**src/hdl/csmu_pkg.sv**
```systemverilog
// shared constants, types and saturation helper for the momentum update block
// no dependencies
package csmu_pkg;

  localparam int unsigned ELEMENTS    = 4096;
  localparam int unsigned IDX_W       = $clog2(ELEMENTS);
  localparam int unsigned VAL_W       = 32;
  localparam int unsigned FRAC_BITS   = 24;
  localparam int unsigned MOM_W       = 16;
  localparam int unsigned ITER_W      = 20;
  localparam int unsigned CFG_IDX_W   = 3;
  localparam int unsigned CFG_DATA_W  = 32;
  localparam int unsigned DVSR_W      = VAL_W + 1;
  localparam int unsigned DIVD_W      = VAL_W + FRAC_BITS;
  localparam int unsigned QUOT_W      = VAL_W;
  localparam int unsigned DIV_STAGES  = QUOT_W;
  localparam int unsigned HZ_STAGES   = DIV_STAGES + 6;
  localparam int unsigned PIPE_STAGES = DIV_STAGES + 7;
  localparam int unsigned MAX_PENDING = PIPE_STAGES + 2;

  localparam logic [CFG_IDX_W-1:0] REG_LEARNING_RATE  = 3'd0;
  localparam logic [CFG_IDX_W-1:0] REG_DAMPING        = 3'd1;
  localparam logic [CFG_IDX_W-1:0] REG_VEL_MOM_EARLY  = 3'd2;
  localparam logic [CFG_IDX_W-1:0] REG_VEL_MOM_LATE   = 3'd3;
  localparam logic [CFG_IDX_W-1:0] REG_CURV_MOM_EARLY = 3'd4;
  localparam logic [CFG_IDX_W-1:0] REG_CURV_MOM_LATE  = 3'd5;
  localparam logic [CFG_IDX_W-1:0] REG_SWITCH_ITER    = 3'd6;

  localparam logic [VAL_W-1:0]  DAMPING_RESET = 32'd167772;
  localparam logic [ITER_W-1:0] SWITCH_RESET  = 20'd30;

  typedef logic signed [VAL_W-1:0] value_t;

  typedef struct packed {
    logic [IDX_W-1:0] idx;
    value_t           weight;
    value_t           grad;
    value_t           vel_old;
    logic [MOM_W-1:0] mv;
    logic             flag;
  } side_t;

  typedef struct packed {
    logic             valid;
    logic [IDX_W-1:0] idx;
  } tag_t;

  typedef struct packed {
    value_t value;
    logic   flag;
  } sat_t;

  typedef struct packed {
    value_t weight;
    logic   flag;
  } result_t;

  function automatic sat_t clamp_val(input logic signed [63:0] v);
    sat_t                r;
    logic signed [63:0] hi;
    logic signed [63:0] lo;
    hi = (64'sd1 <<< (VAL_W - 1)) - 64'sd1;
    lo = -hi - 64'sd1;
    if (v > hi) begin
      r.value = hi[VAL_W-1:0];
      r.flag  = 1'b1;
    end else if (v < lo) begin
      r.value = lo[VAL_W-1:0];
      r.flag  = 1'b1;
    end else begin
      r.value = v[VAL_W-1:0];
      r.flag  = 1'b0;
    end
    return r;
  endfunction

endpackage

```
**src/hdl/csmu_blend.sv**
```systemverilog
// momentum blend: registered products, then round, shift and clamp
// depends on csmu_pkg
module csmu_blend (
  input  logic                    clk_i,
  input  logic                    en_i,
  input  logic [csmu_pkg::MOM_W-1:0] mom_i,
  input  csmu_pkg::value_t        old_i,
  input  csmu_pkg::value_t        fresh_i,
  output csmu_pkg::sat_t          result_o
);
  localparam int unsigned PROD_W = csmu_pkg::VAL_W + csmu_pkg::MOM_W + 2;

  logic [csmu_pkg::MOM_W:0]  comp;
  logic signed [PROD_W-1:0]  prod_old_q;
  logic signed [PROD_W-1:0]  prod_new_q;
  logic signed [PROD_W:0]    acc;

  assign comp = (csmu_pkg::MOM_W + 1)'(1 << csmu_pkg::MOM_W) - {1'b0, mom_i};

  always_ff @(posedge clk_i) begin
    if (en_i) begin
      prod_old_q <= $signed({2'b00, mom_i}) * old_i;
      prod_new_q <= $signed({1'b0, comp}) * fresh_i;
    end
  end

  // round to nearest, floor shift
  always_comb begin
    acc      = (PROD_W + 1)'(prod_old_q) + (PROD_W + 1)'(prod_new_q)
             + $signed((PROD_W + 1)'(1 << (csmu_pkg::MOM_W - 1)));
    result_o = csmu_pkg::clamp_val(64'(acc >>> csmu_pkg::MOM_W));
  end
endmodule

```
**config.mk**
```make
export PLATFORM = sky130hd
export DESIGN_NAME = csmu_blend
export DESIGN_NICKNAME = d
export VERILOG_FILES = /design/src/hdl/csmu_pkg.sv /design/src/hdl/csmu_blend.sv
export SDC_FILE = /design/constraint.sdc
export NUM_CORES = 2
export LEC_CHECK = 0
export BUFFER_PORTS_ARGS = -buffer_cell sky130_fd_sc_hd__buf_2
export CELL_PAD_IN_SITES_DETAIL_PLACEMENT = 1
export CELL_PAD_IN_SITES_GLOBAL_PLACEMENT = 2
export CORE_MARGIN = 5
export CORE_UTILIZATION = 45
export CTS_CLUSTER_SIZE = 30
export DETAILED_ROUTE_END_ITERATION = 16
export GPL_ROUTABILITY_DRIVEN = 0
export PLACE_DENSITY = 0.84
export SLEW_MARGIN = 20
export SYNTH_ARGS = -nofsm -noshare
export SYNTH_HDL_FRONTEND = slang
export SYNTH_SLANG_ARGS = --single-unit
export TNS_END_PERCENT = 10
```
**constraint.sdc**
```tcl
create_clock -name clk_i -period 29.8 [get_ports clk_i]
set_clock_uncertainty 0.15 [all_clocks]
set_input_delay 5.96 -clock clk_i [delete_from_list [all_inputs] [get_ports clk_i]]
set_output_delay 5.96 -clock clk_i [all_outputs]
set_load 0.05 [all_outputs]
```
==> summary.txt <==
Sequential fraction of the synthesis area - 6.83%
Worst path required time - 29.77 ns
Top cell by count, worst path - fa_1
GRT Util Overall - 23.6%
Run status - finished clean
Routed wire length - 118 mm
Vias post-DR - 31600
# IOs - 115
Layout cells sized above 1 - 4.05%
Die Y - 321 um
M2 GR Usage - 43.4%
Top Usage Layer GRT - met2
Worst Setup EP - prod_new_q[49]$_DFFE_PP_
Reg clk slew, reported paths - 0.07 ns
Nets - 6163
Vias in the first global route - 36600
FFs w/ async S/R, synth - 0%
Max cap viols - 0
Total core area - 0.0963 sq mm
Final worst-path cycle share - 50.8%
Yosys warns - 0
Initial DRC Count - 1348
CP Class - in -> reg
Cts repair resizes - 0
Met1 usage - 30.2%
Setup bufs post-CTS - 0
Critical path arrival - 15.12 ns
Commonest non-fill, non-tap cell in the layout - inv_1
DRC violations left - 0
CP max stage delay - 0.63 ns
Crit path time final - 15.15 ns
Vias/cell - 5.26
Fillcell total - 11200
CP endpoint kind - flip-flop
Diode count - 0
Max Freq - 66.0 MHz
Commonest cells after routing, fill and taps aside - 1137 x inv_1, 1010 x fa_1, 681 x nand2_1
CTS Sinks - 99
Mapped cell area - 0.0435 sq mm
Average cell area after synthesis - 9.05 sq um
Synthesized net count - 6234
ANT nets after route - 0
Post-synthesis instance total - 4809
Initial core utilization - 45.2%
RSZ-0062 raised after global routing - no
CTS Buffer Depth - 2
Die area - 0.103 sq mm
Post-Route Setup TNS - 0 ns
Final Setup Violations - 0
Critical path fanouts, max - 42
Max_slew headroom - 28.7%
Clk root buf - clkbuf_16
Clock buffer count from CTS - 9
Ys flop type - edfxtp_1
Worst Hold Class - in -> reg
Drt first pass iters - 5
Slowest cell on crit path - nor4_1
Yosys reg bits - 99
First-pass GRT wire length - 194 mm
Post-synth EDFFs - 99
CP startpoint - mom_i[0]
Worst-Margin Slew - 1.07 ns
H-Tree Depth - 3
Die Width - 321 um
Hold Path Depth - 1
Area grow syn2layout - 4.50%
CTS tree - built
Slew Limit Fails - 0
Initial antenna violation count - 3
Grt total ovfl - 0
Largest net degree at the start of global routing - 52
Hold buffer count at cts - 0
Port Buffers - 114
Netlist cell types - 66
GR met3 Demand/Resource - 2.84%
Hold Fails Final Rpt - 0
FP Rows - 114
Detail Placement HPWL - 98.6 mm
Critical path startpoint category - input pin
Wire per inst - 19.6 um
-- routing by layer --
metal  part of all wire (%)  vias to the layer above
li1                       -                    14200
met1                     42                    16800
met2                     52                      509
met3                    3.9                      160
met4                    2.4                        2
met5                  0.011                        -
-- through the flow --
stage / utilization, % / worst slack [ns] / cell area [sq um] / hold slack [ns] / instances
finish: 47.2 / 14.65 / 45500 / 6.00 / 6019
global route: 47.2 / 14.18 / 45500 / 6.04 / 6019
CTS: 47.2 / 14.71 / 45500 / 6.02 / 6019
detailed placement: 46.9 / 14.33 / 45200 / 6.40 / 6003
global placement: 46.9 / 14.52 / 45200 / 6.37 / 6003
floorplan: - / 15.95 / 43500 / 5.92 / 4809
-- synth_stat cells (32+ instances only) --
cell / n / area share, %
ha_1: 333 / 9.6
edfxtp_1: 99 / 6.8
a21oi_1: 169 / 1.9
a21o_1: 105 / 1.8
inv_1: 1137 / 9.8
nand4_1: 32 / 0.46
fa_1: 1010 / 46
clkbuf_1: 215 / 1.9
nand2_1: 681 / 5.9
and2_1: 464 / 6.7
xnor2_1: 93 / 1.9
xor2_1: 49 / 0.99
o21ai_0: 64 / 0.74
nor2_1: 82 / 0.71
-- sequential cells by signal, indices dropped and copies added, names as in the netlist --
| name | flops |
|---|---|
| prod_new_q | 50 |
| prod_old_q | 49 |
-- worst max-delay path: cells and delay by family --
kind / cells / cell delay (ns)
simple gates: 6 / 1.90
buf+inv: 6 / 0.99
xor+xnor: 2 / 0.32
fa+ha+maj: 8 / 3.51
compound gates: 9 / 2.39
-- worst min-delay path by stage --
| stage | startpoint | to | slack [ns] |
|---|---|---|---|
| floorplan | en_i | prod_new_q[0]$_DFFE_PP_ | 5.92 |
| global placement | en_i | prod_old_q[1]$_DFFE_PP_ | 6.37 |
| detailed placement | en_i | prod_old_q[3]$_DFFE_PP_ | 6.40 |
| CTS | en_i | prod_new_q[2]$_DFFE_PP_ | 6.02 |
| global route | en_i | prod_new_q[2]$_DFFE_PP_ | 6.04 |
| finish | en_i | prod_old_q[3]$_DFFE_PP_ | 6.00 |
-- cell families (layout without fill, tap and decap cells) --
| family | after synthesis | in the layout | synth area share [%] |
|---|---|---|---|
| flip-flops | 99 | 99 | 6.83 |
| adder cells (fa/ha/maj) | 1343 | 1343 | 56.0 |
| buffers and inverters | 1364 | 1298 | 11.8 |
| XOR/XNOR | 143 | 143 | 2.89 |
| AND/OR/NAND/NOR | 1380 | 1380 | 15.4 |
| AO/OA/AOI/OAI | 480 | 480 | 7.05 |
-- cell type report --
class / instances / area, sq um / area share, %
clock buffers: 9 / 225 / 0.495
multi-input cells: 3346 / 35500 / 78.1
repair buffers: 145 / 806 / 1.77
flip-flops and latches: 99 / 2970 / 6.54
clock inverters: 7 / 82.6 / 0.182
inverters: 1137 / 4270 / 9.38
well taps: 1276 / 1600 / 3.51
Power is not shown: default switching activity piles up to over one toggle a cycle in this logic, so the estimate is an artifact.
